[src/rtl/voxel_ray_step_unit_defines.svh]
// assertion macros for the voxel ray step unit
// no dependencies; taken in by the top level only
`ifndef VOXEL_RAY_STEP_UNIT_DEFINES_SVH
`define VOXEL_RAY_STEP_UNIT_DEFINES_SVH
`ifndef SYNTH
`define VRS_ASSERT_IMPL(lbl, clk, rst, ante, cons) \
   lbl: assert property (@(posedge clk) disable iff (rst) (ante) |-> (cons)) \
      else $error("vrs assertion failed");
`define VRS_ASSERT_NEXT(lbl, clk, rst, ante, cons) \
   lbl: assert property (@(posedge clk) disable iff (rst) (ante) |=> (cons)) \
      else $error("vrs assertion failed");
`else
`define VRS_ASSERT_IMPL(lbl, clk, rst, ante, cons)
`define VRS_ASSERT_NEXT(lbl, clk, rst, ante, cons)
`endif
`endif

[src/rtl/vrs_pkg.sv]
// shared widths, codes and defaults of the voxel ray step unit
// no dependencies
package vrs_pkg;
   localparam int FRAC_BITS_DEF = 16;
   localparam int CELL_BITS_DEF = 16;
   localparam int DATA_W        = 32;
   localparam int PROD_W        = 64;
   localparam int QUO_W         = 64;
   localparam int ROOT_W        = 32;
   localparam int CELL_OUT_W    = 16;
   localparam int CSR_ADDR_W    = 5;

   localparam logic [2:0] REG_DIR_X = 3'd0;
   localparam logic [2:0] REG_DIR_Y = 3'd1;
   localparam logic [2:0] REG_DIR_Z = 3'd2;
   localparam logic [2:0] REG_ORG_X = 3'd3;
   localparam logic [2:0] REG_ORG_Y = 3'd4;
   localparam logic [2:0] REG_ORG_Z = 3'd5;

   localparam logic [1:0] AXIS_X    = 2'd0;
   localparam logic [1:0] AXIS_Y    = 2'd1;
   localparam logic [1:0] AXIS_Z    = 2'd2;
   localparam logic [1:0] AXIS_NONE = 2'd3;

   localparam logic CMD_START = 1'b0;
   localparam logic CMD_STEP  = 1'b1;

   typedef enum logic [1:0] {
      ST_MOVED   = 2'd0,
      ST_HIT     = 2'd1,
      ST_NO_EXIT = 2'd2,
      ST_STARTED = 2'd3
   } status_type;
endpackage

[src/rtl/vrs_mul.sv]
// registered 32x32 unsigned multiplier shared by the step sequencer
// uses vrs_pkg
module vrs_mul import vrs_pkg::*; (
   input  logic              clock,
   input  logic [DATA_W-1:0] op_a,
   input  logic [DATA_W-1:0] op_b,
   output logic [PROD_W-1:0] prod
);
   logic [PROD_W-1:0] prod_ff;

   always_ff @(posedge clock) begin
      prod_ff <= PROD_W'(op_a) * PROD_W'(op_b);
   end

   assign prod = prod_ff;
endmodule

[config.mk]
export PLATFORM = sky130hd
export DESIGN_NAME = vrs_mul
export DESIGN_NICKNAME = d
export VERILOG_FILES = /design/src/rtl/voxel_ray_step_unit_defines.svh /design/src/rtl/vrs_pkg.sv /design/src/rtl/vrs_mul.sv
export SDC_FILE = /design/constraint.sdc
export NUM_CORES = 2
export LEC_CHECK = 0
export ABC_AREA = 1
export BUFFER_PORTS_ARGS = -buffer_cell sky130_fd_sc_hd__buf_4
export CORE_MARGIN = 2
export CORE_UTILIZATION = 70
export DETAILED_ROUTE_END_ITERATION = 8
export GPL_TIMING_DRIVEN = 0
export HOLD_SLACK_MARGIN = 0.02
export PLACE_DENSITY = 0.88
export SETUP_SLACK_MARGIN = 0.05
export SYNTH_ARGS = -nofsm -noshare
export SYNTH_HDL_FRONTEND = slang
export SYNTH_SLANG_ARGS = --single-unit
[constraint.sdc]
create_clock -name clock -period 17.3 [get_ports clock]
set_input_delay 0.865 -clock clock [delete_from_list [all_inputs] [get_ports clock]]
set_output_delay 0.865 -clock clock [all_outputs]
set_load 0.05 [all_outputs]
Word level (Yosys, flattened, before mapping)

Index checks and enable logic that the tools add are counted.

Bits in registers: 64
Input bits: 65
Output and inout bits: 64

$mul: 1

Operator list:

| kind                         | number |
|---|---|
| multiplier 32 x 32 -> 64 bit | 1 |

Logic depth before layout (Yosys ltp)

Depth in word-level cells: 1
Depth in mapped cells: 30
Mapped depth without buffers: 29

Worst setup path after synthesis

No wires, ideal clock.

Path kind: in2reg
Start: input port op_a[25]
End: register prod_ff[60] (netlist: prod[60])
Arrival time: 6.567 ns
Slack: 10.621 ns
Stages: 26
Cell sequence: clkbuf_1 -> nand2_1 -> fa_1 -> inv_1 -> fa_1 -> inv_1 -> fa_1 -> inv_1 -> fa_1 -> fa_1 -> fa_1 -> fa_1 -> inv_1 -> fa_1 -> inv_1 -> ha_1 -> nand2_1 -> nand2_1 -> a21oi_1 -> nand2_1 -> nand2_1 -> nand2_1 -> a21oi_1 -> nand2_1 -> nand2_1 -> nand2_1

Longest elaborated chain between the ends: 1

RTL lines:

| item                         | line          | text |
|---|---|---|
| start, declared              | vrs_mul.sv:5  | `input logic [DATA_W-1:0] op_a,` |
| multiplier 32 x 32 -> 64 bit | vrs_mul.sv:12 | `prod_ff <= PROD_W'(op_a) * PROD_W'(op_b);` |
| end signal, assigned         | vrs_mul.sv:12 |  |
| end, declared                | vrs_mul.sv:9  | `logic [PROD_W-1:0] prod_ff;` |

No other way between the ends.

Worst setup path in the final report

Start: input port op_a[6]
End: register prod_ff[46] (netlist: prod[46])

Same word-level chain as after synthesis.

==> flow_summary.yaml <==
critical_path:
  critPathLaunchType: "input pin"
  crit_chain: "buf_4, clkbuf_1, nand2_1, inv_1, fa_1, inv_1, fa_1, inv_1, fa_1, fa_1, fa_1, fa_1, fa_1, fa_1, ha_1, nand2_1, nor2_1, inv_1, nor2_1, a21oi_1, nand2_2, nand2_1, nand3_1, nand2_1"
  critPathMaxStageDelay_ns: 1.17
  cp_common_cell: "fa_1"
  arrival_ns: 8.29
  required_ns: 17.52
  cp_slowest_cell: "clkbuf_1"
  crit_type: "in2reg"
  crit_fanout: 10
  endpoint_kind: "flop"
sta:
  finalSetupViolations: 0
  fin_crit_sh_pct: 46.63
  slew_viol_final: 11
  max_slew_margin_pct: -6.510
  hold_viol: 0
  max_freq_mhz: 124.0
  tightestPinTransition_ns: 1.598
  whs_ns: 0.7916
  grt_setup_unrepaired: "false"
  setup-tns-final_ns: 0
  period_needed_ns: 8.067
finish:
  largest_reg_flops: 64
  design_area_um2: 39540
  diodes: 0
  layout-drive-gt1-share_pct: 4.026
  fin_nets: 6386
  area_growth_pct: 5.731
  n_fill_cell: 4151
job:
  drv_cap: 1
place:
  hpwl_mm: 113.3
  portBuffers: 128
  place_area_um2: 39220
  place.gp.congestion: 1.126
global_routing:
  grt-ovfl-total: 0
  grt_max_degree: 12
  grt_pass1_wl_mm: 199.0
  grt_pass1_vias: 33300
  antenna_found_initial: 4
  grt_use_total_pct: 49.07
floorplan:
  io_pins: 129
  dieArea_um2: 55300
  die_w_um: 235.2
  coreArea_um2: 52660
  rows: 84
  floorplan.initialDensity_pct: 71.03
  die_h_um: 235.2
drt:
  dr.pass1.iters: 7
  wl_met3_mm: 21.41
  drt-initial-drc-count: 4154
  wl_per_cell_um: 22.45
  ant_nets: 0
  wl_met1_mm: 42.74
  vias_per_cell: 5.578
  num_vias: 32660
  wirelength_mm: 131.4
  top_layer: "met5"
  met2WireLength_mm: 54.93
  drc: 0
cts:
  cts_buffers: 9
  h-tree-depth: 3
  clock_tree.root_cell: "clkbuf_16"
  postCtsSetupBuffers: 0
  cts_hold_buffers: 0
  cts_resized: 0
  cts.reportedPaths.clkPinSlew_ns: 0.06
  tritoncts: "yes"
  numClockSinks: 64
  clockBufferDepth: 2
synth:
  yosys_warnings: 0
  synth_common_cells: "inv_1, nand2_1, fa_1"
  yosys.area.top_type: "fa_1"
  avgSynthCellArea_um2: 7.446
  ys.flop_type: "dfxtp_1"
  synth-seq-cells: 64
  syn-num-nets: 6247
  yosysUniqueCellTypes: 23
  yosysMostFrequentCell: "inv_1"
  syn-cell-area_um2: 37400
  synth_seq_area_share_pct: 3.426
  synth-edff-count: 0
  synth_top_area_share_pct: 47.96
  async_flop_share_pct: 0
  synthTopCellsByArea: "fa_1, inv_1, nand2_1"
  synth_cells: 5023
status:
  status: "finished with violations"
  violations: "capacitance limit, slew limit"
hold_path:
  hold_path_class: "in2reg"
## routing by layer
| layer | up-vias | GRT usage (%) |
|---|---|---|
| met3 | 724 | 20.22 |
| met1 | 15490 | 59.93 |
| met2 | 2537 | 71.19 |
| met5 | - | 0.2597 |
| li1 | 13910 | - |
| met4 | 6 | 33.70 |
## per-stage QoR
stage | utilization, % | std cells | setup slack (ns)
global route | 75.10 | 5855 | 9.083
global placement | 74.49 | 5839 | 9.145
finish | 75.10 | 5855 | 9.233
floorplan | - | 5023 | 10.62
CTS | 75.10 | 5855 | 9.520
detailed placement | 74.49 | 5839 | 9.221
## final timing paths
kind,end,slack [ns],from,depth (start not counted)
max,prod[46],9.23,op_a[6],24
min,prod[0],0.79,op_b[0],3
## kinds of logic (layout without fill, tap and decap cells)
group	after synthesis	in the layout	share of synthesized area [%]
compound gates	57	57	0.8531
xor+xnor	35	35	0.8196
fa+ha+maj	1159	1159	56.76
buf+inv	1927	2071	19.34
flops	64	64	3.426
simple gates	1781	1781	18.80
## final cells by class
class	instances	area (µm²)	share of cell area (%)
clock inverters	6	82.58	0.2088
inverters	1735	6513	16.47
clock buffers	10	239.0	0.6043
repair buffers	128	960.9	2.430
flip-flops and latches	64	1281	3.240
plain buffers	192	720.7	1.822
well taps	688	860.8	2.177
multi-input cells	3032	28890	73.05
## critical path: cells and delay by family
kind / cells / cell delay, ns
and+or+nand+nor: 8 / 1.07
buffers and inverters: 6 / 1.73
AOI/OAI and AO/OA: 1 / 0.16
adders and majority gates: 9 / 4.45
## layout by cell type (no fill, tap or decap)
| master | n |
|---|---|
| buf_4 | 128 |
| o21bai_2 | 1 |
| dfxtp_1 | 64 |
| ha_1 | 263 |
| nor3_1 | 11 |
| xnor2_1 | 2 |
| a21oi_1 | 43 |
| bufinv_16 | 2 |
| nor2_1 | 81 |
| inv_2 | 12 |
| o21ai_0 | 2 |
| nand2_1 | 1566 |
| nor2_2 | 14 |
| clkinv_2 | 3 |
| clkbuf_1 | 192 |
| nand3_2 | 9 |
| clkbuf_8 | 1 |
| nor3_4 | 1 |
| nand2_2 | 15 |
| clkbuf_16 | 9 |
| clkinvlp_4 | 1 |
| nor3_2 | 6 |
| nand3_1 | 56 |
| fa_1 | 896 |
| o21bai_1 | 11 |
| nand4_1 | 16 |
| nor2_4 | 6 |
| inv_1 | 1723 |
| xor2_1 | 33 |
Power is left out: the tool's default activity adds up to more than one toggle a clock period on the data nets, which glitch-free logic cannot reach.
