**src/rtl/voxel_ray_step_unit_defines.svh**
```systemverilog
// assertion macros for the voxel ray step unit
// no dependencies; taken in by the top level only
`ifndef VOXEL_RAY_STEP_UNIT_DEFINES_SVH
`define VOXEL_RAY_STEP_UNIT_DEFINES_SVH
`ifndef SYNTH
`define VRS_ASSERT_IMPL(lbl, clk, rst, ante, cons) \
   lbl: assert property (@(posedge clk) disable iff (rst) (ante) |-> (cons)) \
      else $error("vrs assertion failed");
`define VRS_ASSERT_NEXT(lbl, clk, rst, ante, cons) \
   lbl: assert property (@(posedge clk) disable iff (rst) (ante) |=> (cons)) \
      else $error("vrs assertion failed");
`else
`define VRS_ASSERT_IMPL(lbl, clk, rst, ante, cons)
`define VRS_ASSERT_NEXT(lbl, clk, rst, ante, cons)
`endif
`endif

```
**src/rtl/vrs_pkg.sv**
```systemverilog
// shared widths, codes and defaults of the voxel ray step unit
// no dependencies
package vrs_pkg;
   localparam int FRAC_BITS_DEF = 16;
   localparam int CELL_BITS_DEF = 16;
   localparam int DATA_W        = 32;
   localparam int PROD_W        = 64;
   localparam int QUO_W         = 64;
   localparam int ROOT_W        = 32;
   localparam int CELL_OUT_W    = 16;
   localparam int CSR_ADDR_W    = 5;

   localparam logic [2:0] REG_DIR_X = 3'd0;
   localparam logic [2:0] REG_DIR_Y = 3'd1;
   localparam logic [2:0] REG_DIR_Z = 3'd2;
   localparam logic [2:0] REG_ORG_X = 3'd3;
   localparam logic [2:0] REG_ORG_Y = 3'd4;
   localparam logic [2:0] REG_ORG_Z = 3'd5;

   localparam logic [1:0] AXIS_X    = 2'd0;
   localparam logic [1:0] AXIS_Y    = 2'd1;
   localparam logic [1:0] AXIS_Z    = 2'd2;
   localparam logic [1:0] AXIS_NONE = 2'd3;

   localparam logic CMD_START = 1'b0;
   localparam logic CMD_STEP  = 1'b1;

   typedef enum logic [1:0] {
      ST_MOVED   = 2'd0,
      ST_HIT     = 2'd1,
      ST_NO_EXIT = 2'd2,
      ST_STARTED = 2'd3
   } status_type;
endpackage

```
**src/rtl/vrs_div.sv**
```systemverilog
// restoring divider, one quotient bit per cycle, 64-bit dividend by 32-bit divisor
// uses vrs_pkg
module vrs_div import vrs_pkg::*; (
   input  logic              clock,
   input  logic              reset,
   input  logic              start,
   input  logic [QUO_W-1:0]  dividend,
   input  logic [DATA_W-1:0] divisor,
   output logic              busy,
   output logic [QUO_W-1:0]  quotient
);
   localparam int CNT_W = $clog2(QUO_W);

   logic [QUO_W-1:0]  quo_ff, quo_in;
   logic [DATA_W-1:0] rem_ff, rem_in;
   logic [DATA_W-1:0] dvs_ff;
   logic [CNT_W-1:0]  cnt_ff, cnt_in;
   logic              busy_ff, busy_in;
   logic [DATA_W:0]   rem_sh, diff;
   logic              ge;

   always_comb begin
      rem_sh  = {rem_ff, quo_ff[QUO_W-1]};
      diff    = rem_sh - {1'b0, dvs_ff};
      ge      = rem_sh >= {1'b0, dvs_ff};
      quo_in  = quo_ff;
      rem_in  = rem_ff;
      cnt_in  = cnt_ff;
      busy_in = busy_ff;
      if (start) begin
         quo_in  = dividend;
         rem_in  = '0;
         cnt_in  = '0;
         busy_in = 1'b1;
      end else if (busy_ff) begin
         quo_in = {quo_ff[QUO_W-2:0], ge};
         rem_in = ge ? diff[DATA_W-1:0] : rem_sh[DATA_W-1:0];
         cnt_in = cnt_ff + 1'b1;
         if (cnt_ff == CNT_W'(QUO_W - 1)) begin
            busy_in = 1'b0;
         end
      end
   end

   always_ff @(posedge clock) begin
      if (reset) begin
         busy_ff <= 1'b0;
         cnt_ff  <= '0;
      end else begin
         busy_ff <= busy_in;
         cnt_ff  <= cnt_in;
      end
      quo_ff <= quo_in;
      rem_ff <= rem_in;
      if (start) begin
         dvs_ff <= divisor;
      end
   end

   assign busy     = busy_ff;
   assign quotient = quo_ff;
endmodule

```
**config.mk**
```make
export PLATFORM = sky130hd
export DESIGN_NAME = vrs_div
export DESIGN_NICKNAME = d
export VERILOG_FILES = /design/src/rtl/voxel_ray_step_unit_defines.svh /design/src/rtl/vrs_pkg.sv /design/src/rtl/vrs_div.sv
export SDC_FILE = /design/constraint.sdc
export NUM_CORES = 1
export LEC_CHECK = 0
export BUFFER_PORTS_ARGS = -buffer_cell sky130_fd_sc_hd__clkbuf_2
export CORE_ASPECT_RATIO = 1.1
export CORE_UTILIZATION = 43
export CTS_BUF_LIST = sky130_fd_sc_hd__clkbuf_2
export CTS_CLUSTER_DIAMETER = 40
export DETAILED_ROUTE_END_ITERATION = 8
export PLACE_DENSITY_LB_ADDON = 0.12
export SETUP_SLACK_MARGIN = 0.5
export SYNTH_ARGS = -nofsm -noshare
export SYNTH_HDL_FRONTEND = slang
export SYNTH_SLANG_ARGS = --single-unit
```
**constraint.sdc**
```tcl
create_clock -name clock -period 6.5 [get_ports clock]
set_clock_uncertainty 0.2 [all_clocks]
set_input_delay 0.325 -clock clock [delete_from_list [all_inputs] [get_ports clock]]
set_output_delay 0.325 -clock clock [all_outputs]
set_load 0.1 [all_outputs]
```
# Yosys cells after proc, flatten, opt, wreduce, memory -nomap -nowiden
# Cells that the tools add are included.
# totals
out_inout_bits,65
register_bits,135
latchBits,0
romBits,0
ram_bits,0
mem_count,0
# classes
n_div,0
magnitude_cmp,1
mux,6
shifts,0
mul,0
bitwise_logic,0
reduce_logical,2
eq_ne,1
add_sub_neg,2
# ops
operator,count
two-way mux 64 bit,2
greater-or-equal comparator 33 x 32 -> 1 bit,1
two-way mux 32 bit,1
subtractor 32 bit,1
adder 6 x 1 -> 6 bit (second input constant),1
== test 6 bit (second input constant),1
two-way mux 1 bit,3
nonzero test 2 bit,1
OR reduction 2 bit,1

# Logic depth before layout (Yosys ltp)
# depth
ltp_word,4
ltp_mapped,14
ltp_nobuf,12

# Worst setup path before layout
# No wires, ideal clock.
# synth_path
path_kind,reg2reg
from,register quo_ff[63] (netlist: quotient[63])
to,register rem_ff[22]
slack_ps,3086
t_arrival_ps,3136
stages_incl_launch_ff,13
cell_sequence,edfxtp_1 inv_1 ha_1 fa_1 nor2b_1 o21ai_0 a21o_1 nand3_1 a211oi_1 o41ai_1 a211oi_1 o311a_2 nor3_1
# synth_via
elab_chain_cells,2
# synth_lines
item,line,rtl
start: declaration,vrs_div.sv:14,"logic [QUO_W-1:0] quo_ff, quo_in;"
start signal: assignment,vrs_div.sv:53,quo_ff <= quo_in;
subtractor 32 bit / greater-or-equal comparator 33 x 32 -> 1 bit (equally long branches),"vrs_div.sv:24, vrs_div.sv:25",
two-way mux 32 bit (*),vrs_div.sv:37,rem_in = ge ? diff[DATA_W-1:0] : rem_sh[DATA_W-1:0];
end signal: assignment,vrs_div.sv:54,rem_ff <= rem_in;
end: declaration,vrs_div.sv:15,"logic [DATA_W-1:0] rem_ff, rem_in;"
# Mark *: on every way between the ends. The rest lies on a longest branch, timed or not.
# A chain may end at the register's enable or synchronous reset.

# Worst setup path after layout
# layout_path
from,register dvs_ff[4]
to,register rem_ff[29]
# layout_via
elab_chain_cells,2
# layout_lines
item,line,rtl
start: declaration,vrs_div.sv:16,logic [DATA_W-1:0] dvs_ff;
start signal: assignment,vrs_div.sv:56,dvs_ff <= divisor;
subtractor 32 bit / greater-or-equal comparator 33 x 32 -> 1 bit (equally long branches),"vrs_div.sv:24, vrs_div.sv:25",
two-way mux 32 bit (*),vrs_div.sv:37,
# Marks and branches as above.

==> metrics.log <==
INFO  metric run_status = completed
INFO  metric cts-htree-levels = 4
INFO  metric syn_area = ~0.0072 mm²
INFO  metric later_pin_clock_latency_in_the_skew_report = approximately 700 ps
INFO  metric worstPathCellList = inv_1 > ha_1 > o211ai_1 > a21oi_1 > o211ai_2 > o311ai_4 > a21o_4 > a311o_1 > nand2_1 > o31ai_1
INFO  metric worstPathArrival = 4150 ps
INFO  metric grt_usage = between 10% and 20%
INFO  metric hold_viol_final = 0
INFO  metric number_of_cts_inserted_buffers = 17
INFO  metric syn_inst = 648
INFO  metric critPathMaxFanout = 25
INFO  metric yosysWarningCount = 0
INFO  metric avgRoutedWirePerCell = 14.8 µm
INFO  metric tritoncts = built
INFO  metric drv_slew = 0
INFO  metric r2r_start = dvs_ff[4]$_DFFE_PP_
INFO  metric global_route.overflow_total = 0
INFO  metric ff2ff_path_depth = 10
INFO  metric worst_ep_required_time = between 6000 and 7000 ps
INFO  metric crit_path_start = dvs_ff[4]$_DFFE_PP_
INFO  metric dominantRegCellSynth = sky130_fd_sc_hd__edfxtp_1
INFO  metric max_slew.worst_pin.slew = 1110 ps
INFO  metric critical_path_cell_count = 10
INFO  metric hold_path.startpoint = reset
INFO  metric postSynth.asyncResetShare = 0%
INFO  metric cts_root_buf = sky130_fd_sc_hd__clkbuf_2
INFO  metric final_cycle_share = a little under three fifths
INFO  metric vias_per_cell = between 5 and 6
INFO  metric worst_r2r_endpoint = rem_ff[29]$_SDFFE_PP0P_
INFO  metric floorplan.initialDensity = 43.9%
INFO  metric critPathCaptureType = register
INFO  metric crit_path_end = rem_ff[29]$_SDFFE_PP0P_
INFO  metric postSynthNetCount = 781
INFO  metric initial_antenna_violation_count = 1
INFO  metric netlist-cell-type-count = between 60 and 70
INFO  metric syn_avg_cell_area = ~11 µm²
INFO  metric drc = 0
INFO  metric grt_setup_unrepaired = no
INFO  metric regToRegSetupSlack = between 2000 and 3000 ps
INFO  metric slowest_stage = sky130_fd_sc_hd__a311o_1
INFO  metric area_growth = 30.9%
INFO  metric number_of_max_cap_violations = 0
INFO  metric grt_pass1_vias = roughly 6k
INFO  metric timing.hold.worst.class = in -> reg
INFO  metric most_frequent_standard_cell_in_the_layout_excluding_fill_and_tap_cells = sky130_fd_sc_hd__clkbuf_2
INFO  metric place.port_buffers = between 150 and 200
INFO  metric grt_pass1_wl = ~27000 µm
INFO  metric critPathTopFamily = compound AO/OA/AOI/OAI gates
INFO  metric hold_ws = between 100 and 150 ps
INFO  metric clock-sinks = ~140
INFO  metric number_of_enable_flip_flop_cells_after_synthesis = 96
INFO  metric power = between 2 and 2.5 mW
INFO  metric maximum_number_of_pins_on_one_net_before_global_route_repair = 77
INFO  metric total_leakage_power = approximately 4.0 nW
INFO  metric clock_transition_time_at_the_flip_flop_clock_pins_of_the_worst_setup_and_hold_paths = around 200 ps
INFO  metric layout.core_utilization = 57.5%
INFO  metric clock_tree.buffer_depth = 2
INFO  metric drt_first_iter_violations = roughly 310
INFO  metric power-per-cell-area = roughly 250 mW/mm²
INFO  metric die_h = 138 µm
INFO  metric detailed_place_hpwl = 11100 µm
INFO  metric ir_worst_vdd = 0.139 mV
INFO  metric maxClockFrequency = between 200 and 300 MHz
INFO  metric fin_crit = between 3000 and 4000 ps
INFO  metric synth_sequential_area_ratio = 51.0%
INFO  metric floorplan.io_pins = about 160
INFO  metric critPathBufInv = 1
INFO  metric layout-drive-gt1-share = between 30 and 40%
INFO  metric path_class = reg -> reg
INFO  metric die_area = 0.0172 mm²
INFO  metric worst_setup_path_start_kind = register
INFO  metric drt_first_pass_iters = 4
INFO  metric min_path_cells = 3
INFO  metric core = between 0.015 and 0.02 mm²
INFO  metric yosys_register_bits = 135
INFO  metric dieWidth = roughly 130 µm
INFO  metric antenna_violating_nets_post_route = 0
INFO  metric setup_tns = 0 ps
INFO  metric num_vias = ~5.8k
INFO  metric routabilityCongestion = ~0.83
INFO  metric core.rowCount = 49
INFO  metric wl = ~17000 µm
INFO  metric slew_headroom = about 26%
INFO  metric num-nets-final = ~1.0k
INFO  metric layout_common_cells = sky130_fd_sc_hd__clkbuf_2, sky130_fd_sc_hd__dlygate4sd3_1, sky130_fd_sc_hd__edfxtp_1, sky130_fd_sc_hd__mux2_2, sky130_fd_sc_hd__nand2_1
INFO  metric timing.critical_path.slowest_cell_delay = about 900 ps
INFO  metric setup_violations = 0
## synthesized netlist by cell type (2+ instances only)
cell,instances,area share [%]
sky130_fd_sc_hd__a2111oi_0,2,0.24
sky130_fd_sc_hd__a211o_1,3,0.37
sky130_fd_sc_hd__a211oi_1,9,0.94
sky130_fd_sc_hd__a21o_1,9,0.94
sky130_fd_sc_hd__a21oi_1,37,2.6
sky130_fd_sc_hd__a221o_1,2,0.28
sky130_fd_sc_hd__a311o_1,2,0.28
sky130_fd_sc_hd__a311oi_1,18,2.2
sky130_fd_sc_hd__a31oi_1,4,0.35
sky130_fd_sc_hd__a32oi_1,5,0.61
sky130_fd_sc_hd__and2_1,3,0.26
sky130_fd_sc_hd__and3_1,7,0.61
sky130_fd_sc_hd__buf_1,4,0.21
sky130_fd_sc_hd__buf_2,2,0.14
sky130_fd_sc_hd__buf_6,4,0.63
sky130_fd_sc_hd__clkbuf_1,18,0.94
sky130_fd_sc_hd__dfxtp_1,39,11
sky130_fd_sc_hd__edfxtp_1,96,40
sky130_fd_sc_hd__ha_1,33,5.7
sky130_fd_sc_hd__inv_1,43,2.2
sky130_fd_sc_hd__mux2_2,64,10
sky130_fd_sc_hd__mux2i_1,2,0.28
sky130_fd_sc_hd__nand2_1,63,3.3
sky130_fd_sc_hd__nand2b_1,9,0.78
sky130_fd_sc_hd__nand3_1,11,0.77
sky130_fd_sc_hd__nand4_1,5,0.44
sky130_fd_sc_hd__nor2_1,47,2.5
sky130_fd_sc_hd__nor2b_1,7,0.61
sky130_fd_sc_hd__nor3_1,8,0.56
sky130_fd_sc_hd__nor4_1,2,0.17
sky130_fd_sc_hd__o211ai_1,6,0.63
sky130_fd_sc_hd__o21ai_0,26,1.8
sky130_fd_sc_hd__o311a_2,2,0.31
sky130_fd_sc_hd__o31ai_1,2,0.21
sky130_fd_sc_hd__o41ai_1,2,0.24
sky130_fd_sc_hd__or2b_1,2,0.21
sky130_fd_sc_hd__or3_1,2,0.17
sky130_fd_sc_hd__xnor2_1,13,1.6
sky130_fd_sc_hd__xor2_1,13,1.6
## worst min-delay path, stage by stage
cell,delay (ps)
sky130_fd_sc_hd__dlygate4sd3_1,520
sky130_fd_sc_hd__clkbuf_2,110
sky130_fd_sc_hd__nor2_1,40
## where the power goes
group | total [mW] | internal, mW | switching (mW) | leakage, nW
Combinational | 0.767 | 0.229 | 0.538 | 2.60
Clock | 0.568 | 0.255 | 0.313 | 0.164
Sequential | 1.05 | 1.01 | 0.0395 | 1.28
## flip-flops by register name (all words and copies together), names as in the netlist
signal    cells
dvs_ff       32
quotient     64
rem_ff       32
busy          1
cnt_ff        6
## cells by family (layout without fill, tap and decap cells)
logic type               Yosys count  in the layout  synth area share, %
flip-flops                       135            135                 51.0
multiplexers                      66             66                 10.3
XOR/XNOR                          26             26                 3.17
adder cells (fa/ha/maj)           34             34                 6.02
buffers and inverters             71            339                 4.16
AND/OR/NAND/NOR                  173            173                 11.1
AO/OA/AOI/OAI                    143            143                 14.2
other                              0              1                    0
## layout make-up
| cell class | instances | area, µm² |
|---|---|---|
| multi-input combinational | 442 | 3220 |
| clock inverter | 12 | 178 |
| clock buffer | 19 | 95.1 |
| fill | 1393 | 6960 |
| antenna | 1 | 2.50 |
| inverter | 43 | 161 |
| sequential | 135 | 3660 |
| tap | 204 | 255 |
| timing repair buffer | 265 | 1830 |
## worst min-delay path by stage
stage	end	slack [ps]
finish	busy$_SDFF_PP0_	120
global route	dvs_ff[10]$_DFFE_PP_	40
CTS	dvs_ff[5]$_DFFE_PP_	50
detailed placement	rem_ff[31]$_SDFFE_PP0P_	270
global placement	cnt_ff[5]$_SDFFE_PP0P_	260
floorplan	busy$_SDFF_PP0_	200
## per-layer routing
layer	track usage (%)	share of wire (%)	vias up
met5	0	0	-
met4	9.21	2.1	0
met3	4.12	4.2	27
met2	35.4	52	145
met1	22.9	42	2755
li1	-	-	2915
## through the flow
stage	cells	instance area (µm²)	setup slack, ps
after floorplan	648	7190	3090
after global placement	991	8150	2860
after detailed placement	991	8150	2760
after CTS	1120	9410	2730
after global routing	1121	9410	2460
final	1121	9410	2760
## repair_timing
item                                   in CTS  in global routing
gates resized for setup                     0                  0
setup buffers                               0                  0
hold buffers                               98                  0
endpoints found under the hold margin     124                  0
No activity file was read; power rests on OpenSTA's default activity.
