[src/rtl/voxel_ray_step_unit_defines.svh]
// assertion macros for the voxel ray step unit
// no dependencies; taken in by the top level only
`ifndef VOXEL_RAY_STEP_UNIT_DEFINES_SVH
`define VOXEL_RAY_STEP_UNIT_DEFINES_SVH
`ifndef SYNTH
`define VRS_ASSERT_IMPL(lbl, clk, rst, ante, cons) \
   lbl: assert property (@(posedge clk) disable iff (rst) (ante) |-> (cons)) \
      else $error("vrs assertion failed");
`define VRS_ASSERT_NEXT(lbl, clk, rst, ante, cons) \
   lbl: assert property (@(posedge clk) disable iff (rst) (ante) |=> (cons)) \
      else $error("vrs assertion failed");
`else
`define VRS_ASSERT_IMPL(lbl, clk, rst, ante, cons)
`define VRS_ASSERT_NEXT(lbl, clk, rst, ante, cons)
`endif
`endif

[src/rtl/vrs_pkg.sv]
// shared widths, codes and defaults of the voxel ray step unit
// no dependencies
package vrs_pkg;
   localparam int FRAC_BITS_DEF = 16;
   localparam int CELL_BITS_DEF = 16;
   localparam int DATA_W        = 32;
   localparam int PROD_W        = 64;
   localparam int QUO_W         = 64;
   localparam int ROOT_W        = 32;
   localparam int CELL_OUT_W    = 16;
   localparam int CSR_ADDR_W    = 5;

   localparam logic [2:0] REG_DIR_X = 3'd0;
   localparam logic [2:0] REG_DIR_Y = 3'd1;
   localparam logic [2:0] REG_DIR_Z = 3'd2;
   localparam logic [2:0] REG_ORG_X = 3'd3;
   localparam logic [2:0] REG_ORG_Y = 3'd4;
   localparam logic [2:0] REG_ORG_Z = 3'd5;

   localparam logic [1:0] AXIS_X    = 2'd0;
   localparam logic [1:0] AXIS_Y    = 2'd1;
   localparam logic [1:0] AXIS_Z    = 2'd2;
   localparam logic [1:0] AXIS_NONE = 2'd3;

   localparam logic CMD_START = 1'b0;
   localparam logic CMD_STEP  = 1'b1;

   typedef enum logic [1:0] {
      ST_MOVED   = 2'd0,
      ST_HIT     = 2'd1,
      ST_NO_EXIT = 2'd2,
      ST_STARTED = 2'd3
   } status_type;
endpackage

[src/rtl/vrs_sqrt.sv]
// digit-by-digit integer square root, one root bit per cycle, 64-bit radicand
// uses vrs_pkg
module vrs_sqrt import vrs_pkg::*; (
   input  logic              clock,
   input  logic              reset,
   input  logic              start,
   input  logic [PROD_W-1:0] radicand,
   output logic              busy,
   output logic [ROOT_W-1:0] root
);
   localparam int CNT_W = $clog2(ROOT_W);
   localparam int REM_W = ROOT_W + 3;

   logic [PROD_W-1:0] rad_ff, rad_in;
   logic [REM_W-1:0]  rem_ff, rem_in;
   logic [ROOT_W-1:0] root_ff, root_in;
   logic [CNT_W-1:0]  cnt_ff, cnt_in;
   logic              busy_ff, busy_in;
   logic [REM_W-1:0]  rem_sh, trial;
   logic              ge;

   always_comb begin
      rem_sh  = {rem_ff[REM_W-3:0], rad_ff[PROD_W-1 -: 2]};
      trial   = REM_W'({root_ff, 2'b01});
      ge      = rem_sh >= trial;
      rad_in  = rad_ff;
      rem_in  = rem_ff;
      root_in = root_ff;
      cnt_in  = cnt_ff;
      busy_in = busy_ff;
      if (start) begin
         rad_in  = radicand;
         rem_in  = '0;
         root_in = '0;
         cnt_in  = '0;
         busy_in = 1'b1;
      end else if (busy_ff) begin
         rad_in  = {rad_ff[PROD_W-3:0], 2'b00};
         rem_in  = ge ? rem_sh - trial : rem_sh;
         root_in = {root_ff[ROOT_W-2:0], ge};
         cnt_in  = cnt_ff + 1'b1;
         if (cnt_ff == CNT_W'(ROOT_W - 1)) begin
            busy_in = 1'b0;
         end
      end
   end

   always_ff @(posedge clock) begin
      if (reset) begin
         busy_ff <= 1'b0;
         cnt_ff  <= '0;
      end else begin
         busy_ff <= busy_in;
         cnt_ff  <= cnt_in;
      end
      rad_ff  <= rad_in;
      rem_ff  <= rem_in;
      root_ff <= root_in;
   end

   assign busy = busy_ff;
   assign root = root_ff;
endmodule

[config.mk]
export PLATFORM = sky130hd
export DESIGN_NAME = vrs_sqrt
export DESIGN_NICKNAME = d
export VERILOG_FILES = /design/src/rtl/voxel_ray_step_unit_defines.svh /design/src/rtl/vrs_pkg.sv /design/src/rtl/vrs_sqrt.sv
export SDC_FILE = /design/constraint.sdc
export NUM_CORES = 1
export LEC_CHECK = 0
export BUFFER_PORTS_ARGS = -buffer_cell sky130_fd_sc_hd__buf_4
export CELL_PAD_IN_SITES_DETAIL_PLACEMENT = 1
export CELL_PAD_IN_SITES_GLOBAL_PLACEMENT = 2
export CORE_MARGIN = 4
export CORE_UTILIZATION = 37
export DETAILED_ROUTE_END_ITERATION = 8
export GPL_TIMING_DRIVEN = 1
export PLACE_DENSITY_LB_ADDON = 0.1
export SLEW_MARGIN = 20
export SYNTH_ARGS = -nofsm -noshare
export SYNTH_HDL_FRONTEND = slang
export SYNTH_SLANG_ARGS = --single-unit
[constraint.sdc]
create_clock -name clock -period 4.3 [get_ports clock]
set_clock_uncertainty 0.2 [all_clocks]
set_input_delay 0.86 -clock clock [delete_from_list [all_inputs] [get_ports clock]]
set_output_delay 0.86 -clock clock [all_outputs]
set_load 0.03 [all_outputs]
Word-level counts from Yosys, hierarchy flattened
Cells that the tools add are included.
{"block": "word_totals", "ff_bits": 135, "input_bits": 67, "output_inout_bits": 33, "wordCells": 17}
{"block": "op_classes", "addsub": 2, "order_cmp": 1, "eq_ne": 1, "mux": 6, "reduce_logical": 2}
{"operator": "64-bit two-way mux", "count": 2}
{"operator": "35-bit by 34-bit greater-or-equal comparator with 1-bit output", "count": 1}
{"operator": "33-bit two-way mux", "count": 1}
{"operator": "33-bit subtractor", "count": 1}
{"operator": "5-bit by 1-bit adder with 5-bit output, second input constant", "count": 1}
{"operator": "5-bit == test, second input constant", "count": 1}
{"operator": "1-bit two-way mux", "count": 3}
{"operator": "2-bit nonzero test", "count": 1}
{"operator": "2-bit OR reduction", "count": 1}

Longest topological paths before layout
Gate-level depths: netlist (run 1).
{"block": "logic_depth", "depth_word": 4, "ltp_mapped": 13, "ltp_nobuf": 11}

Least setup slack after synthesis (run 1)
Ideal clock, no wire load.
{"block": "synth_path", "path_type": "register to register", "startpoint": "reg root_ff[7] (netlist: root[7])", "endpoint": "reg rem_ff[11]", "setup_ps": 91, "arrival_ps": 2927, "required_time_ps": 4009, "slack_ps": 1082, "path_stages_with_launch": 12, "path_buffers": 1, "synth_period_minus_slack_ps": 3218, "cell_sequence": "dfxtp_1 > inv_1 > ha_1 > a21oi_1 > o21ai_0 > a221oi_2 > a2bb2oi_2 > a21o_1 > o31a_1 > clkbuf_1 > nand2_1 > a311oi_1"}
{"block": "synth_via", "elab_chain_cells": 2, "elab_cells_between_ends": 3, "cone_classes": "add/sub (1); order compare (1); mux (1)"}
{"item": "from (decl)", "line": "vrs_sqrt.sv:16", "source": "logic [ROOT_W-1:0] root_ff, root_in;"}
{"item": "from (signal assigned)", "line": "vrs_sqrt.sv:58", "source": "root_ff <= root_in;"}
{"item": "33-bit subtractor or 35-bit by 34-bit greater-or-equal comparator with 1-bit output (tied branches)", "line": "vrs_sqrt.sv:39, vrs_sqrt.sv:25"}
{"item": "33-bit two-way mux (*)", "line": "vrs_sqrt.sv:39", "source": "rem_in = ge ? rem_sh - trial : rem_sh;"}
{"item": "to (signal assigned)", "line": "vrs_sqrt.sv:57", "source": "rem_ff <= rem_in;"}
{"item": "to (decl)", "line": "vrs_sqrt.sv:15", "source": "logic [REM_W-1:0] rem_ff, rem_in;"}
Every way passes the cells marked *; elsewhere a longest branch is shown, timed or not.
A chain may end at the register's enable or synchronous reset.

Final worst setup path (run 1)
{"block": "layout_path", "startpoint": "reg root_ff[7] (netlist: root[7])", "endpoint": "reg rem_ff[31]"}
Same word-level chain as after synthesis.

==> results of run 1 <==
==> metrics by stage <==
step / hold slack, ps / instances
5_1_grt: 325.7 / 1103
2_1_floorplan: 264.7 / 737
3_3_place_gp: 282.0 / 1071
3_5_place_dp: 298.4 / 1071
4_1_cts: 307.2 / 1103
6_report: 303.2 / 1103
==> where the power goes <==
group	switching, uW	internal, uW
clock network	610	811
registers	92.9	1500
logic	1190	815
==> worst max path at each step <==
stage,start,end,slack [ps],cells after the start
floorplan,root[7]$_SDFFE_PP0P_,rem_ff[11]$_SDFFE_PP0P_,1080,11
global placement,root[3]$_SDFFE_PP0P_,rem_ff[28]$_SDFFE_PP0P_,870,11
detailed placement,root[0]$_SDFFE_PP0P_,rem_ff[23]$_SDFFE_PP0P_,810,12
CTS,root[7]$_SDFFE_PP0P_,rem_ff[31]$_SDFFE_PP0P_,660,11
global route,root[7]$_SDFFE_PP0P_,rem_ff[31]$_SDFFE_PP0P_,360,11
finish,root[7]$_SDFFE_PP0P_,rem_ff[31]$_SDFFE_PP0P_,700,11
==> flip-flops by register name, indices dropped and copies added, names as in the netlist <==
register  count
rad_ff       64
rem_ff       33
cnt_ff        5
busy          1
root         32
==> routing by layer <==
layer  up-vias  track usage [%]  wire length [um]
li1       2829                -                 -
met1      2693            21.35              8261
met2        87            27.49              8449
met3        15            5.743               983
met4         0            5.080               225
met5         -                0                 0
==> worst max-delay path: cells and delay by family (launching register included) <==
family          cells  cell delay (ps)
xor+xnor            1              160
flops               1              380
compound gates      7             2250
simple gates        1               80
buf+inv             1               60
fa+ha+maj           1              340
==> area by class of cell <==
cell class	count	area share, %
clock inverter	14	1.600
multi-input combinational	517	41.28
timing repair buffer	108	9.096
clock buffer	18	4.815
tap	265	3.720
inverter	46	1.937
sequential	135	37.55
==> layout by cell type (no fill, tap or decap), drive strengths merged, types with 36 or more instances in the layout <==
cell    count
a21oi      37
buf       108
dfxtp      71
edfxtp     64
ha         36
inv        51
mux2       64
mux2i      36
nand2      65
nor2       84
==> Yosys cell counts (2+ instances only) <==
library cell   n  share of area [%]
edfxtp_1      64                 26
nor2b_1        6               0.51
and3_1         5               0.43
mux2i_1       36                4.9
xnor2_1       17                2.0
a211oi_1      11                1.1
clkbuf_1      23                1.2
o31ai_1        2               0.20
buf_1         11               0.56
or2_2          2               0.17
nor3_1        15                1.0
a21boi_0       2               0.20
a21oi_1       37                2.5
dfxtp_1       71                 19
o31a_1         3               0.36
o21a_1         2               0.20
o21bai_1       4               0.41
ha_1          36                6.1
o41ai_1        2               0.24
or3_1          2               0.17
a311oi_1      22                2.6
a31oi_1        5               0.43
xor2_1        10                1.2
nor2_1        84                4.3
a21o_1        11                1.1
nand4_1        9               0.77
nand3_1       10               0.68
buf_2          4               0.27
nor3b_1        2               0.20
inv_1         46                2.3
nand2b_1       4               0.34
nand3b_1       5               0.51
o21ai_0       23                1.6
and2_1         5               0.43
mux2_2        64                9.8
nand2_1       65                3.3
==> cell families after synthesis <==
| kind of cell | synth area share (%) |
|---|---|
| simple gates | 13.07 |
| compound gates | 12.93 |
| mux | 14.70 |
| flops | 45.46 |
| buf+inv | 4.508 |
| fa+ha+maj | 6.125 |
| xor+xnor | 3.215 |
==> flow_metrics.py, run 1 <==
metrics = {
    "worst_setup_path": {
        "crit_chain": "inv_1 -> ha_1 -> a21oi_1 -> o21ai_0 -> a221oi_2 -> a2bb2oi_2 -> a211oi_1 -> o41ai_1 -> xnor2_1 -> nand2_1 -> a311oi_1",
        "arrival_ps": 3700,
        "r2r-start": "root[7]$_SDFFE_PP0P_",
        "r2r_slack_ps": 700,
        "critical-path-max-stage-delay_ps": 500,
        "cpMaxStageDelayCell": "a221oi_2",
        "critPathMaxFanout": 4,
        "rr_worst_depth": 11,
        "required_ps": 4400,
        "path_class": "reg2reg",
        "crit_path_start_kind": "register",
        "timing.rr.end": "rem_ff[31]$_SDFFE_PP0P_",
        "cp-end-kind": "register",
    },
    "yosys": {
        "ys_ff_latch": 135,
        "ys.flop_type": "dfxtp_1",
        "netlist-cell-type-count": 53,
        "ys_async_sr_fraction_pct": 0,
        "yosys_warnings": 0,
        "ys_seq_area_share_pct": 45.46,
        "synthesis.nets": 840,
        "netlist_area_sq_um": 7355,
        "postSynthCellCount": 737,
        "synth.avg_cell_area_sq_um": 9.979,
        "synth_edf_count": 64,
    },
    "global_route": {
        "grt_pass1_wl_um": 30520,
        "grt-ovfl-total": 0,
        "grt_pass1_vias": 6038,
        "grt_max_degree": 63,
        "grt_use_total_pct": 16.90,
        "antenna_found_initial": 0,
    },
    "sta": {
        "finalCritPeriodShare_pct": 83.62,
        "fin_tns_setup_ps": 0,
        "drv_slew": 0,
        "setup_violations": 0,
        "timing.fmax_mhz": 278.1,
        "worst_slack_ps": 704.4,
        "slew_headroom_pct": 44.67,
        "hold_violations": 0,
        "layout_min_cycle_time_ps": 3596,
        "rsz0062_at_grt": "no",
        "worst_pin_slew_ps": 821.3,
    },
    "clock_network": {
        "clock_path_buffers": 2,
        "cts_hold_buf": 0,
        "cts_htree_levels": 4,
        "cts_tree": "built",
        "cts-resized-gates": 0,
        "cts_sinks": 135,
        "cts-root-buf": "clkbuf_16",
        "path_clk_slew_ps": 60,
        "post-cts-setup-buffers": 0,
        "cts_buffers": 17,
        "clkLatencyLatePin_ps": 420,
    },
    "finish": {
        "finish.utilization_pct": 45.65,
        "fillers": 2259,
        "drive_gt1_share_pct": 25.06,
        "nNetsFinal": 928,
        "seq_area_sq_um": 3347,
        "area_growth_pct": 21.20,
        "design_area_sq_um": 8914,
        "n_antenna_cell": 0,
        "multi_input_area_sq_um": 3680,
    },
    "floorplan": {
        "ios": 100,
        "rows": 51,
        "initial_core_util_pct": 37.67,
        "coreArea_sq_um": 19530,
        "die_y_um": 149.0,
        "die_w_um": 149.0,
        "die_area_sq_um": 22200,
    },
    "detailed_routing": {
        "route.detailed.drc": 0,
        "dr.pass1.iters": 4,
        "wl_um": 17920,
        "vias": 5624,
        "drtIter0Drc": 221,
        "detail-route-antenna-nets": 0,
        "wl_per_cell_um": 16.25,
        "viasPerCell": 5.099,
    },
    "placed_design": {
        "io_buffers": 99,
        "placed_cell_area_sq_um": 8342,
        "dpl.hpwl_um": 12870,
        "gp_congestion": 0.8074,
        "dp_slack_ps": 806.9,
    },
    "power": {
        "power_density_nw_per_um2": 563.5,
        "cellLeakagePower_uw": 0.003550,
        "power_uw": 5023,
        "ir_worst_vdd_uv": 289.0,
    },
    "run_status": {
        "status": "finished clean",
    },
    "flow_run": {
        "cap_viol_max_count": 0,
    },
    "worst_hold_path": {
        "hp-start": "rem_ff[13]$_SDFFE_PP0P_",
        "hold_depth": 2,
        "holdPathEnd": "rem_ff[15]$_SDFFE_PP0P_",
        "hold_class": "reg2reg",
    },
}
Power figures use the tool's default switching activity.
==> run 2, diff against run 1 <==
--- a/config.mk
+++ b/config.mk
@@ -9,7 +9,7 @@
 export CELL_PAD_IN_SITES_DETAIL_PLACEMENT = 1
 export CELL_PAD_IN_SITES_GLOBAL_PLACEMENT = 2
 export CORE_MARGIN = 4
-export CORE_UTILIZATION = 37
+export CORE_UTILIZATION = 33
 export DETAILED_ROUTE_END_ITERATION = 8
 export GPL_TIMING_DRIVEN = 1
 export PLACE_DENSITY_LB_ADDON = 0.1
==> constraint.sdc (replaced) <==
create_clock -name clock -period 2.9 [get_ports clock]
set_clock_uncertainty 0.2 [all_clocks]
set_input_delay 0.58 -clock clock [delete_from_list [all_inputs] [get_ports clock]]
set_output_delay 0.58 -clock clock [all_outputs]
set_load 0.03 [all_outputs]
==> flow_metrics.py, run 2 (synthesis results as in run 1) <==
metrics = {
    "sta": {
        "rsz0062_at_grt": "yes",
        "setup_violations": 30,
        "worst_slack_ps": -146.7,
        "timing.fmax_mhz": 328.2,
        "finalCritPeriodShare_pct": 105.1,
        "slew_headroom_pct": 63.60,
        "timing.hold.ws_ps": 160.4,
        "drv_slew": 0,
        "hold_violations": 0,
        "fin_tns_setup_ps": -2406,
        "layout_min_cycle_time_ps": 3047,
        "worst_pin_slew_ps": 546.0,
    },
    "worst_hold_path": {
        "hold_class": "in2reg",
        "hp-start": "reset",
        "hold_depth": 2,
        "holdPathEnd": "busy$_SDFF_PP0_",
    },
    "placed_design": {
        "gp_congestion": 0.8087,
        "dp_slack_ps": -223.9,
        "io_buffers": 99,
        "dpl.hpwl_um": 14400,
    },
    "floorplan": {
        "rows": 54,
        "coreArea_sq_um": 21890,
        "initial_core_util_pct": 33.60,
        "die_y_um": 157.3,
        "ios": 100,
        "die_area_sq_um": 24740,
        "die_w_um": 157.3,
    },
    "detailed_routing": {
        "wl_um": 20450,
        "viasPerCell": 5.030,
        "route.detailed.drc": 0,
        "wl_per_cell_um": 16.57,
        "dr.pass1.iters": 4,
        "detail-route-antenna-nets": 0,
        "drtIter0Drc": 172,
        "vias": 6207,
    },
    "finish": {
        "finish.utilization_pct": 46.93,
        "layout_commonest_cell": "buf_4",
        "area_growth_pct": 39.67,
        "largest-register": "rad_ff",
        "largest_reg_flops": 64,
        "nNetsFinal": 1044,
        "n_antenna_cell": 0,
        "drive_gt1_share_pct": 41.09,
        "fillers": 2461,
        "mostFrequentLayoutCells": "208 x buf_4, 83 x nor2_1, 64 x edfxtp_1, 62 x nand2_1, 62 x mux2_2",
    },
    "worst_setup_path": {
        "crit_path_start_kind": "register",
        "path_class": "reg2reg",
        "timing.rr.end": "rem_ff[13]$_SDFFE_PP0P_",
        "cp-end-kind": "register",
        "required_ps": 3030,
        "crit_chain": "inv_2 -> ha_4 -> and3_4 -> nand3_4 -> or3b_4 -> a2bb2oi_4 -> a21o_1 -> o31ai_4 -> buf_4 -> clkbuf_4 -> nand2_1 -> a311oi_1",
        "cpMaxStageDelayCell": "or3b_4",
        "r2r-start": "root[14]$_SDFFE_PP0P_",
        "critPathBufInv": 3,
        "critical-path-max-stage-delay_ps": 420,
        "critPathMaxFanout": 7,
        "crit_family": "compound AO/OA/AOI/OAI gates",
        "r2r_slack_ps": -150,
        "arrival_ps": 3170,
        "rr_worst_depth": 12,
    },
    "clock_network": {
        "clkLatencyLatePin_ps": 430,
        "cts_sinks": 135,
        "cts_htree_levels": 4,
        "cts-root-buf": "clkbuf_16",
        "cts_hold_buf": 0,
        "clock_path_buffers": 2,
        "cts_buffers": 17,
        "cts_tree": "built",
        "path_clk_slew_ps": 70,
    },
    "global_route": {
        "grt_use_total_pct": 16.40,
        "grt_max_degree": 81,
        "grt-ovfl-total": 0,
        "antenna_found_initial": 0,
        "grt_pass1_vias": 6659,
        "grt_pass1_wl_um": 33100,
    },
    "flow_run": {
        "cap_viol_max_count": 0,
    },
    "power": {
        "ir_worst_vdd_uv": 518.4,
        "power_density_nw_per_um2": 899.0,
        "cellLeakagePower_uw": 0.004247,
        "power_uw": 9235,
    },
    "run_status": {
        "violations": "negative setup slack",
        "status": "complete, but fails checks",
    },
}
[run 2: cell types whose count changed in the layout (fill, tap and decap cells not counted), moves of 5 or more]
cell / delta
buf_4: +100
a21oi_2: +5
dfxtp_2: +15
a21oi_1: -5
buf_6: +9
dfxtp_1: -19
a211oi_1: -5
ha_1: -8
ha_4: +7
a211oi_2: +5
o21ai_1: +10
clkinv_4: -5
o21ai_0: -13
[run 2: metal layers]
| layer | global-route usage, % | wire [um] |
|---|---|---|
| met5 | 0 | 0 |
| met4 | 4.547 | 318 |
| met3 | 5.032 | 1065 |
| met2 | 28.25 | 10160 |
| met1 | 19.89 | 8909 |
[run 2: repair_timing]
item,CTS,global route
pin swaps,9,34
gates cloned,0,3
setup buffers,5,16
setup endpoints to repair,31,34
resized for setup,20,51
[run 2: worst max-delay path by stage]
stage / depth (start not counted) / slack, ps / endpoint / startpoint
after global placement: 12 / -170 / rem_ff[17]$_SDFFE_PP0P_ / root[7]$_SDFFE_PP0P_
after global routing: 13 / -330 / rem_ff[23]$_SDFFE_PP0P_ / root[5]$_SDFFE_PP0P_
final: 12 / -150 / rem_ff[13]$_SDFFE_PP0P_ / root[14]$_SDFFE_PP0P_
after floorplan: 11 / 4 / rem_ff[18]$_SDFFE_PP0P_ / root[7]$_SDFFE_PP0P_
after CTS: 13 / -150 / rem_ff[31]$_SDFFE_PP0P_ / root[7]$_SDFFE_PP0P_
after detailed placement: 12 / -220 / rem_ff[17]$_SDFFE_PP0P_ / root[7]$_SDFFE_PP0P_
[run 2: cell type report]
class                      count  area [sq um]  share of cell area [%]
clock inverter                14         152.6                   1.486
timing repair buffer         224          1800                   17.53
multi-input combinational    517          3986                   38.81
sequential                   135          3381                   32.91
tap                          280         350.3                   3.410
inverter                      46         172.7                   1.681
clock buffer                  18         429.2                   4.178
[run 2: metrics by stage]
| stage | std cells | area, sq um |
|---|---|---|
| final | 1234 | 10270 |
| after global routing | 1234 | 10270 |
| after CTS | 1216 | 9889 |
| after detailed placement | 1179 | 9189 |
| after global placement | 1179 | 9189 |
| after floorplan | 737 | 7451 |
[run 2: where the power goes]
group          switching (uW)  total (uW)  internal, uW
logic                    2310        4710          2400
registers                 124        2340          2220
clock network             956        2180          1220
